**config.mk**
```make
export PLATFORM = sky130hd
export DESIGN_NAME = fraction_arith_reduce
export DESIGN_NICKNAME = d
export VERILOG_FILES = /design/src/design/far_pkg.sv /design/src/design/far_ctrl.sv /design/src/design/far_dp.sv /design/src/design/fraction_arith_reduce.sv
export SDC_FILE = /design/constraint.sdc
export NUM_CORES = 2
export LEC_CHECK = 0
export BUFFER_PORTS_ARGS = -buffer_cell sky130_fd_sc_hd__buf_2
export CORE_ASPECT_RATIO = 0.9
export CORE_MARGIN = 2
export CORE_UTILIZATION = 55
export DETAILED_ROUTE_END_ITERATION = 8
export GPL_TIMING_DRIVEN = 0
export PLACE_DENSITY = 0.77
export RECOVER_POWER = 25
export SLEW_MARGIN = 40
export SYNTH_ARGS = -nofsm -noshare
export SYNTH_HDL_FRONTEND = slang
export SYNTH_SLANG_ARGS = --single-unit
```
**constraint.sdc**
```tcl
create_clock -name i_clk -period 16.4 [get_ports i_clk]
set_clock_uncertainty 0.15 [all_clocks]
set_input_delay 2.46 -clock i_clk [delete_from_list [all_inputs] [get_ports i_clk]]
set_output_delay 2.46 -clock i_clk [all_outputs]
set_load 0.02 [all_outputs]
```
**src/design/far_pkg.sv**
```systemverilog
// Package for the fraction arithmetic and reduction block: widths, commands, states, control and status structs.
`timescale 1ns / 1ps
package far_pkg;
    localparam int OPERAND_BITS = 16;
    localparam int PROD_BITS    = 2 * OPERAND_BITS;
    localparam int MAG_BITS     = PROD_BITS + 1;
    localparam int NUM_BITS     = 33;
    localparam int DEN_BITS     = 32;
    localparam int CNT_BITS     = $clog2(MAG_BITS + 1);
    localparam int IN_BITS      = 2 + 4 * OPERAND_BITS;
    localparam int IN_BYTES     = (IN_BITS + 7) / 8;
    localparam int OUT_BITS     = NUM_BITS + DEN_BITS + 1;
    localparam int OUT_BYTES    = (OUT_BITS + 7) / 8;

    typedef enum logic [1:0] {
        CMD_ADD = 2'd0,
        CMD_SUB = 2'd1,
        CMD_MUL = 2'd2,
        CMD_DIV = 2'd3
    } t_cmd;

    typedef enum logic [3:0] {
        ST_IDLE,
        ST_MUL1,
        ST_MUL2,
        ST_SUM,
        ST_GCD_INIT,
        ST_GCD_DIV,
        ST_GCD_STEP,
        ST_QN_INIT,
        ST_QN_DIV,
        ST_QD_INIT,
        ST_QD_DIV,
        ST_OUT
    } t_state;

    // controller -> datapath
    typedef struct packed {
        logic load;
        logic mul1;
        logic mul2;
        logic sum;
        logic gcd_init;
        logic div_step;
        logic gcd_step;
        logic qn_init;
        logic qd_init;
        logic out_load;
    } t_ctrl;

    // datapath -> controller
    typedef struct packed {
        logic both_zero;
        logic div_done;
        logic rem_zero;
    } t_stat;
endpackage

```
**src/design/far_ctrl.sv**
```systemverilog
// Controller FSM sequencing products, Euclid steps and the two quotient divisions.
`timescale 1ns / 1ps
module far_ctrl
    import far_pkg::*;
(
    input  logic   i_clk,
    input  logic   i_rst_n,
    input  logic   i_in_fire,
    input  logic   i_out_busy,
    input  t_stat  i_stat,
    output logic   o_in_ready,
    output t_ctrl  o_ctrl
);
    t_state r_state, n_state;

    always_ff @(posedge i_clk) begin
        if (!i_rst_n) begin
            r_state <= ST_IDLE;
        end else begin
            r_state <= n_state;
        end
    end

    always_comb begin
        n_state = r_state;
        unique case (r_state)
            ST_IDLE:     if (i_in_fire) n_state = ST_MUL1;
            ST_MUL1:     n_state = ST_MUL2;
            ST_MUL2:     n_state = ST_SUM;
            ST_SUM:      n_state = ST_GCD_INIT;
            ST_GCD_INIT: n_state = i_stat.both_zero ? ST_OUT : ST_GCD_STEP;
            ST_GCD_STEP: n_state = i_stat.rem_zero ? ST_QN_INIT : ST_GCD_DIV;
            ST_GCD_DIV:  if (i_stat.div_done) n_state = ST_GCD_STEP;
            ST_QN_INIT:  n_state = ST_QN_DIV;
            ST_QN_DIV:   if (i_stat.div_done) n_state = ST_QD_INIT;
            ST_QD_INIT:  n_state = ST_QD_DIV;
            ST_QD_DIV:   if (i_stat.div_done) n_state = ST_OUT;
            ST_OUT:      if (!i_out_busy) n_state = ST_IDLE;
            default:     n_state = ST_IDLE;
        endcase
    end

    always_comb begin
        o_ctrl     = '0;
        o_in_ready = 1'b0;
        unique case (r_state)
            ST_IDLE: begin
                o_in_ready  = 1'b1;
                o_ctrl.load = i_in_fire;
            end
            ST_MUL1:     o_ctrl.mul1 = 1'b1;
            ST_MUL2:     o_ctrl.mul2 = 1'b1;
            ST_SUM:      o_ctrl.sum = 1'b1;
            ST_GCD_INIT: o_ctrl.gcd_init = 1'b1;
            ST_GCD_STEP: o_ctrl.gcd_step = 1'b1;
            ST_GCD_DIV,
            ST_QN_DIV,
            ST_QD_DIV:   o_ctrl.div_step = 1'b1;
            ST_QN_INIT:  o_ctrl.qn_init = 1'b1;
            ST_QD_INIT:  o_ctrl.qd_init = 1'b1;
            ST_OUT:      o_ctrl.out_load = !i_out_busy;
            default:     o_ctrl = '0;
        endcase
    end
endmodule

```
**src/design/far_dp.sv**
```systemverilog
// Datapath: sign-magnitude products, Euclid remainder loop and restoring divider.
`timescale 1ns / 1ps
module far_dp
    import far_pkg::*;
(
    input  logic                 i_clk,
    input  t_ctrl                i_ctrl,
    input  logic [1:0]           i_command,
    input  logic [OPERAND_BITS-1:0] i_a_num,
    input  logic [OPERAND_BITS-1:0] i_a_den,
    input  logic [OPERAND_BITS-1:0] i_b_num,
    input  logic [OPERAND_BITS-1:0] i_b_den,
    output t_stat                o_stat,
    output logic [NUM_BITS-1:0]  o_result_num,
    output logic [DEN_BITS-1:0]  o_result_den,
    output logic                 o_undefined
);
    localparam logic [CNT_BITS-1:0] LastBit = CNT_BITS'(MAG_BITS - 1);

    t_cmd r_cmd;
    logic [OPERAND_BITS-1:0] r_mag [4];
    logic [3:0]              r_neg;
    logic [PROD_BITS-1:0]    r_p1, r_p2;
    logic                    r_p1_neg, r_p2_neg;
    logic [MAG_BITS-1:0]     r_rn, r_rd;
    logic                    r_rn_neg, r_rd_neg;
    logic [MAG_BITS-1:0]     r_x, r_y;
    logic                    r_k;
    // divider
    logic [MAG_BITS-1:0]     r_dvd, r_rem, r_dvs;
    logic [CNT_BITS-1:0]     r_cnt;
    logic                    r_busy;
    logic [MAG_BITS-1:0]     r_qn;
    logic                    r_g_neg;

    logic [OPERAND_BITS-1:0] raw [4];
    logic [MAG_BITS:0]       trial;
    logic [MAG_BITS-1:0]     shifted;

    assign raw[0] = i_a_num;
    assign raw[1] = i_a_den;
    assign raw[2] = i_b_num;
    assign raw[3] = i_b_den;

    assign shifted = {r_rem[MAG_BITS-2:0], r_dvd[MAG_BITS-1]};
    assign trial   = {1'b0, shifted} - {1'b0, r_dvs};

    assign o_stat.both_zero = (r_rn == '0) && (r_rd == '0);
    assign o_stat.div_done  = r_busy && (r_cnt == '0);
    assign o_stat.rem_zero  = (r_y == '0);

    always_ff @(posedge i_clk) begin
        if (i_ctrl.load) begin
            r_cmd <= t_cmd'(i_command);
            for (int i = 0; i < 4; i++) begin
                r_neg[i] <= raw[i][OPERAND_BITS-1];
                r_mag[i] <= raw[i][OPERAND_BITS-1] ? (~raw[i] + 1'b1) : raw[i];
            end
        end
        // mag of most negative wraps to itself, which is the right unsigned value
        if (i_ctrl.mul1) begin
            unique case (r_cmd)
                CMD_MUL: begin
                    r_p1 <= r_mag[0] * r_mag[2];
                    r_p1_neg <= r_neg[0] ^ r_neg[2];
                end
                default: begin
                    r_p1 <= r_mag[0] * r_mag[3];
                    r_p1_neg <= r_neg[0] ^ r_neg[3];
                end
            endcase
            unique case (r_cmd)
                CMD_DIV: begin
                    r_p2 <= r_mag[1] * r_mag[2];
                    r_p2_neg <= r_neg[1] ^ r_neg[2];
                end
                default: begin
                    r_p2 <= r_mag[1] * r_mag[3];
                    r_p2_neg <= r_neg[1] ^ r_neg[3];
                end
            endcase
        end
        if (i_ctrl.mul2) begin
            // denominator ready; third product (b_num*a_den) reuses r_p2 slot after
            r_rd     <= {1'b0, r_p2};
            r_rd_neg <= (r_p2 != '0) && r_p2_neg;
            r_rn     <= {1'b0, r_p1};
            r_rn_neg <= (r_p1 != '0) && r_p1_neg;
            r_p2     <= r_mag[2] * r_mag[1];
            r_p2_neg <= (r_neg[2] ^ r_neg[1]) ^ (r_cmd == CMD_SUB);
        end
        if (i_ctrl.sum && (r_cmd == CMD_ADD || r_cmd == CMD_SUB) && r_p2 != '0) begin
            if (r_rn_neg == r_p2_neg) begin
                r_rn     <= r_rn + {1'b0, r_p2};
                r_rn_neg <= r_p2_neg;
            end else if (r_rn >= {1'b0, r_p2}) begin
                r_rn     <= r_rn - {1'b0, r_p2};
                r_rn_neg <= (r_rn != {1'b0, r_p2}) && r_rn_neg;
            end else begin
                r_rn     <= {1'b0, r_p2} - r_rn;
                r_rn_neg <= r_p2_neg;
            end
        end
        if (i_ctrl.gcd_init) begin
            r_x <= r_rn;
            r_y <= r_rd;
            r_k <= 1'b0;
        end
        r_busy <= 1'b0;
        if (i_ctrl.gcd_step && r_y != '0) begin
            r_x    <= r_y;
            r_k    <= ~r_k;
            r_dvd  <= r_x;
            r_dvs  <= r_y;
            r_rem  <= '0;
            r_cnt  <= LastBit;
            r_busy <= 1'b1;
        end
        if (i_ctrl.gcd_step && r_y == '0) begin
            r_g_neg <= r_k ? r_rd_neg : r_rn_neg;
        end
        // numerator quotient is complete when the denominator division starts
        if (i_ctrl.qd_init) begin
            r_qn <= r_dvd;
        end
        if (i_ctrl.qn_init || i_ctrl.qd_init) begin
            r_dvd  <= i_ctrl.qn_init ? r_rn : r_rd;
            r_dvs  <= r_x;
            r_rem  <= '0;
            r_cnt  <= LastBit;
            r_busy <= 1'b1;
        end
        if (i_ctrl.div_step && r_busy) begin
            if (!trial[MAG_BITS]) begin
                r_rem <= trial[MAG_BITS-1:0];
            end else begin
                r_rem <= shifted;
            end
            r_dvd <= {r_dvd[MAG_BITS-2:0], !trial[MAG_BITS]};
            r_cnt <= r_cnt - 1'b1;
            r_busy <= (r_cnt != '0);
            if (r_cnt == '0) begin
                // remainder feeds the next Euclid term
                r_y <= trial[MAG_BITS] ? shifted : trial[MAG_BITS-1:0];
            end
        end
        if (i_ctrl.out_load) begin
            if (o_stat.both_zero) begin
                o_result_num <= '0;
                o_result_den <= '0;
                o_undefined  <= 1'b1;
            end else begin
                o_result_num <= (r_qn != '0 && (r_rn_neg ^ r_g_neg))
                    ? NUM_BITS'(-r_qn) : NUM_BITS'(r_qn);
                o_result_den <= (r_dvd != '0 && (r_rd_neg ^ r_g_neg))
                    ? DEN_BITS'(-r_dvd) : DEN_BITS'(r_dvd);
                o_undefined  <= 1'b0;
            end
        end
    end
endmodule

```
**src/design/fraction_arith_reduce.sv**
```systemverilog
// Top level of the fraction arithmetic and reduction block.
// Usage:
//  Slave channel carries one beat per operation: command, a_num, a_den, b_num, b_den.
//  Master channel returns one beat per operation: result_num, result_den, undefined.
//  The raw numerator and denominator are formed exactly by two 16x16 multipliers
//  in the MUL1 and MUL2 states plus, for add and subtract, a sum in the SUM state,
//  then reduced by the gcd from Euclid's remainder sequence. Every remainder and
//  both final quotients come from one restoring divider that retires one bit per
//  cycle over 33 bits, each division after a setup state. Euclid steps range
//  0..~46. When both raw values are zero the raw zeros are returned with undefined
//  set.
//  One item is in flight at a time; s_axis_tready is high only when idle, so a
//  new beat can be taken in the cycle after the previous result is loaded.
//  Results sit in an output register until the receiver takes them; an item
//  accepted meanwhile is computed and then waits for that register to free up.
//  Synchronous active-low reset returns the controller to idle and empties the
//  output register.
`timescale 1ns / 1ps
module fraction_arith_reduce
    import far_pkg::*;
(
    input  logic                   i_clk,
    input  logic                   i_rst_n,
    input  logic                   s_axis_tvalid,
    output logic                   s_axis_tready,
    // command[1:0], a_num, a_den, b_num, b_den, zero pad
    input  logic [IN_BYTES*8-1:0]  s_axis_tdata,
    output logic                   m_axis_tvalid,
    input  logic                   m_axis_tready,
    // result_num[32:0], result_den[64:33], undefined[65], zero pad
    output logic [OUT_BYTES*8-1:0] m_axis_tdata
);
    t_ctrl ctrl;
    t_stat stat;
    logic  in_fire;
    logic  r_out_valid;
    logic [NUM_BITS-1:0] res_num;
    logic [DEN_BITS-1:0] res_den;
    logic                res_undef;

    assign in_fire = s_axis_tvalid && s_axis_tready;

    far_ctrl u_ctrl (
        .i_clk      (i_clk),
        .i_rst_n    (i_rst_n),
        .i_in_fire  (in_fire),
        .i_out_busy (r_out_valid && !m_axis_tready),
        .i_stat     (stat),
        .o_in_ready (s_axis_tready),
        .o_ctrl     (ctrl)
    );

    far_dp u_dp (
        .i_clk        (i_clk),
        .i_ctrl       (ctrl),
        .i_command    (s_axis_tdata[1:0]),
        .i_a_num      (s_axis_tdata[2+OPERAND_BITS-1:2]),
        .i_a_den      (s_axis_tdata[2+2*OPERAND_BITS-1:2+OPERAND_BITS]),
        .i_b_num      (s_axis_tdata[2+3*OPERAND_BITS-1:2+2*OPERAND_BITS]),
        .i_b_den      (s_axis_tdata[2+4*OPERAND_BITS-1:2+3*OPERAND_BITS]),
        .o_stat       (stat),
        .o_result_num (res_num),
        .o_result_den (res_den),
        .o_undefined  (res_undef)
    );

    always_ff @(posedge i_clk) begin
        if (!i_rst_n) begin
            r_out_valid <= 1'b0;
        end else if (ctrl.out_load) begin
            r_out_valid <= 1'b1;
        end else if (m_axis_tready) begin
            r_out_valid <= 1'b0;
        end
    end

    assign m_axis_tvalid = r_out_valid;
    assign m_axis_tdata  = {{(OUT_BYTES*8-OUT_BITS){1'b0}}, res_undef, res_den, res_num};
endmodule

```
==> results.sh <==
export IMPL_status="finished, violations left"
export IMPL_failed_checks="capacitance limit, slew limit"
export IMPL_fin_setup_tns_ns=0
export IMPL_grtUsageTotal_pct=35.12
export IMPL_tritoncts_num_sinks=480
export IMPL_cts_hold_buffers_added=0
export IMPL_path_clk_slew_ns=0.08
export IMPL_cp_data_arrival_time_ns=8.81
export IMPL_endpoint_kind="flop"
export IMPL_hold_worst_slack_ns=0.3712
export IMPL_nets=8505
export IMPL_routed_antenna_nets=0
export IMPL_seq_total_area_yosys_pct=22.43
export IMPL_cts_tree="done"
export IMPL_placeableCoreArea_mm2=0.1129
export IMPL_achievable_frequency_mhz=117.2
export IMPL_flow_area_growth_from_synthesis_pct=7.275
export IMPL_n_fill_cell=9622
export IMPL_critical_path_cell_chain="clkbuf_1, nand2_1, fa_1, fa_1, fa_1, inv_1, fa_1, fa_1, inv_1, fa_1, inv_1, ha_1, nand2_1, nor2_1, nand2_1, o31ai_1, a2111oi_0, or3_1, clkbuf_1, o211ai_1, a221oi_1, xnor2_1, a21oi_1, o311a_1"
export IMPL_report_final_hold_viol_count=0
export IMPL_avgSynthCellArea_um2=9.087
export IMPL_die_area_mm2=0.1164
export IMPL_worstSkewPairLatency_ns=0.67
export IMPL_die_w_um=359.4
export IMPL_worst_slew_margin_rel_pct=-61.35
export IMPL_grt_first_pass_wirelength_um=309300
export IMPL_number_of_global_route_vias_before_repair=51245
export IMPL_route_detailed_vias_per_inst=6.028
export IMPL_setup_buffers_after_cts=0
export IMPL_ys_warnings_count=0
export IMPL_grt_start_max_net_pins=45
export IMPL_row_count=117
export IMPL_worst_endpoint_required_ns=16.68
export IMPL_final_setup_violation_count=0
export IMPL_min_path_type="flop to flop"
export IMPL_design_portCount=150
export IMPL_critical_path_most_common_cell="sky130_fd_sc_hd__fa_1"
export IMPL_syn_area_mm2=0.06252
export IMPL_clk_path_buf_depth=3
export IMPL_clock_root_buffer="sky130_fd_sc_hd__clkbuf_16"
export IMPL_post_cts_resized=0
export IMPL_cap_viol_max_count=2
export IMPL_start_kind="flop"
export IMPL_timing_setup_critical_path_class="flop to flop"
export IMPL_vias=52008
export IMPL_critical_path_slowest_cell="sky130_fd_sc_hd__clkbuf_1"
export IMPL_htree_num_levels=2
export IMPL_yosys_reg_bits=480
export IMPL_die_height_um=323.9
export IMPL_synthDistinctLibCells=87
export IMPL_path_max_fanout=10
export IMPL_cpPeakStageDelay_ns=0.65
export IMPL_synth_edff_count=441
export IMPL_post_route_drc_count=0
export IMPL_synth_async_reset_ratio_pct=0
export IMPL_dp_final_hpwl_um=167700
export IMPL_layout_drive_gt1_share_pct=4.904
export IMPL_number_of_antenna_violations_at_the_first_check_in_global_routing=8
export IMPL_finalCriticalPeriod_ns=8.529
export IMPL_syn_inst_count=6880
export IMPL_finalCritPeriodShare_pct=52.01
export IMPL_rsz0062_at_grt="no"
export IMPL_routed_wl_um=206600
export IMPL_gp_congestion=1.057
export IMPL_max_slew_worst_pin_slew_ns=2.420
export IMPL_maxSlewViolCount=61
export IMPL_wl_per_cell_um=23.94
export IMPL_grt_remaining_overflow=0
export IMPL_router_iterations_before_antenna_repair=6
export IMPL_clock_buffers_created_by_tritoncts=51
export IMPL_port_buffers=137
export IMPL_first_iter_violations=6011
export IMPL_initial_core_utilization_pct=55.39
export IMPL_predominant_post_synthesis_flop_cell="sky130_fd_sc_hd__edfxtp_1"
==> through the flow <==
stage / instances / area, um^2 / worst slack (ns) / utilization, %
2_1_floorplan: 6885 / 62540 / 8.628 / -
3_3_place_gp: 8509 / 65080 / 6.968 / 57.67
3_5_place_dp: 8527 / 65370 / 7.963 / 57.91
4_1_cts: 8622 / 67110 / 7.982 / 59.46
5_1_grt: 8625 / 67060 / 7.605 / 59.42
6_report: 8628 / 67070 / 7.871 / 59.42
==> logic make-up after synthesis <==
kind of cell    synth area share, %
mux                           1.963
compound gates                9.978
simple gates                  17.14
buf+inv                       8.567
fa+ha+maj                     36.06
flops                         22.43
xor+xnor                      3.852
other cells                0.005998
==> registers in the layout, indices dropped and copies added (netlist names), 6 cells and up <==
name	cells
u_dp.o_result_den	32
u_dp.o_result_num	33
u_dp.r_cnt	6
u_dp.r_dvd	33
u_dp.r_dvs	33
u_dp.r_mag	64
u_dp.r_p1	32
u_dp.r_p2	32
u_dp.r_qn	33
u_dp.r_rd	32
u_dp.r_rem	32
u_dp.r_rn	33
u_dp.r_x	33
u_dp.r_y	33
==> worst max-delay path, delay by kind of cell, from the launching register on <==
kind	cells	cell delay [ns]
AO/OA/AOI/OAI	6	1.52
XOR/XNOR	1	0.56
adder cells (fa/ha/maj)	7	3.44
buffers and inverters	5	0.99
flip-flops	1	0.58
AND/OR/NAND/NOR	5	1.08
==> routing by layer <==
layer,part of all wire [%],track usage (%),vias to the layer above
met5,0.028,0,-
met1,38,45.38,25319
met2,44,54.92,3296
met4,6.5,19.24,8
li1,-,-,22733
met3,12,8.259,652
==> path summary, 6_finish.rpt <==
check        slack [ns]  cells after the start              from             to
max                7.87                     24  u_dp.r_mag[2][1]  u_dp.r_p1[31]
min                0.37                      1     u_dp.r_neg[0]  u_dp.r_p1_neg
max reg2reg        7.87                     24  u_dp.r_mag[2][1]  u_dp.r_p1[31]
min reg2reg        0.37                      1     u_dp.r_neg[0]  u_dp.r_p1_neg
==> synthesized netlist by cell type, drive strengths merged (10+ instances only) <==
master | number | area (um^2)
and2 | 481 | 3009
buf | 33 | 183.9
or2 | 15 | 93.85
o211ai | 28 | 215.2
o31ai | 51 | 382.9
a221oi | 13 | 120.1
or4 | 10 | 75.07
nor3 | 70 | 361.6
nand4 | 41 | 256.5
xnor2 | 194 | 1699
nand2 | 1021 | 3832
nor4 | 65 | 419.2
clkbuf | 311 | 1167
nor2 | 327 | 1227
mux2i | 72 | 720.7
o311ai | 10 | 87.58
or3 | 26 | 162.7
mux2 | 45 | 506.7
o21ai | 210 | 1051
edfxtp | 441 | 13240
xor2 | 81 | 709.4
a211oi | 26 | 205.2
ha | 554 | 6932
a211o | 11 | 96.34
and3 | 53 | 331.6
o21a | 34 | 255.2
a21oi | 346 | 1735
a21o | 92 | 690.7
fa | 780 | 15610
dfxtp | 39 | 780.8
nand3 | 56 | 280.3
o21bai | 43 | 322.8
o41ai | 20 | 175.2
nor2b | 21 | 131.4
nand2b | 50 | 312.8
a31oi | 42 | 262.8
inv | 1066 | 4001
a21boi | 10 | 75.07
==> cells in the final DEF (no fill, tap or decap), drive strengths merged, types with 28 or more instances in the layout <==
cell and n:
xor2 81, a21o 92, a31oi 42, o211ai 28, o21ai 210, o31ai 51, edfxtp 441, o21bai 43
and2 481, clkbuf 384, nor4 65, ha 554, dfxtp 39, nor2 327, a21oi 346, mux2i 72
o21a 34, xnor2 194, mux2 45, and3 53, nor3 70, nand4 41, fa 780, nand3 56
buf 177, nand2 1021, nand2b 50, inv 1070
==> layout make-up <==
cell class | instances | area (um^2) | share of cell area, %
multi-input cells | 4994 | 43220 | 64.45
flip-flops and latches | 480 | 14020 | 20.91
inverters | 1067 | 4005 | 5.972
well taps | 1487 | 1861 | 2.774
plain buffers | 344 | 1374 | 2.048
clock buffers | 60 | 1320 | 1.968
repair buffers | 157 | 830.8 | 1.239
clock inverters | 35 | 420.4 | 0.6268
diodes | 4 | 10.01 | 0.01492
Power is not shown: default switching activity piles up to over one toggle a cycle in this logic, so the estimate is an artifact.
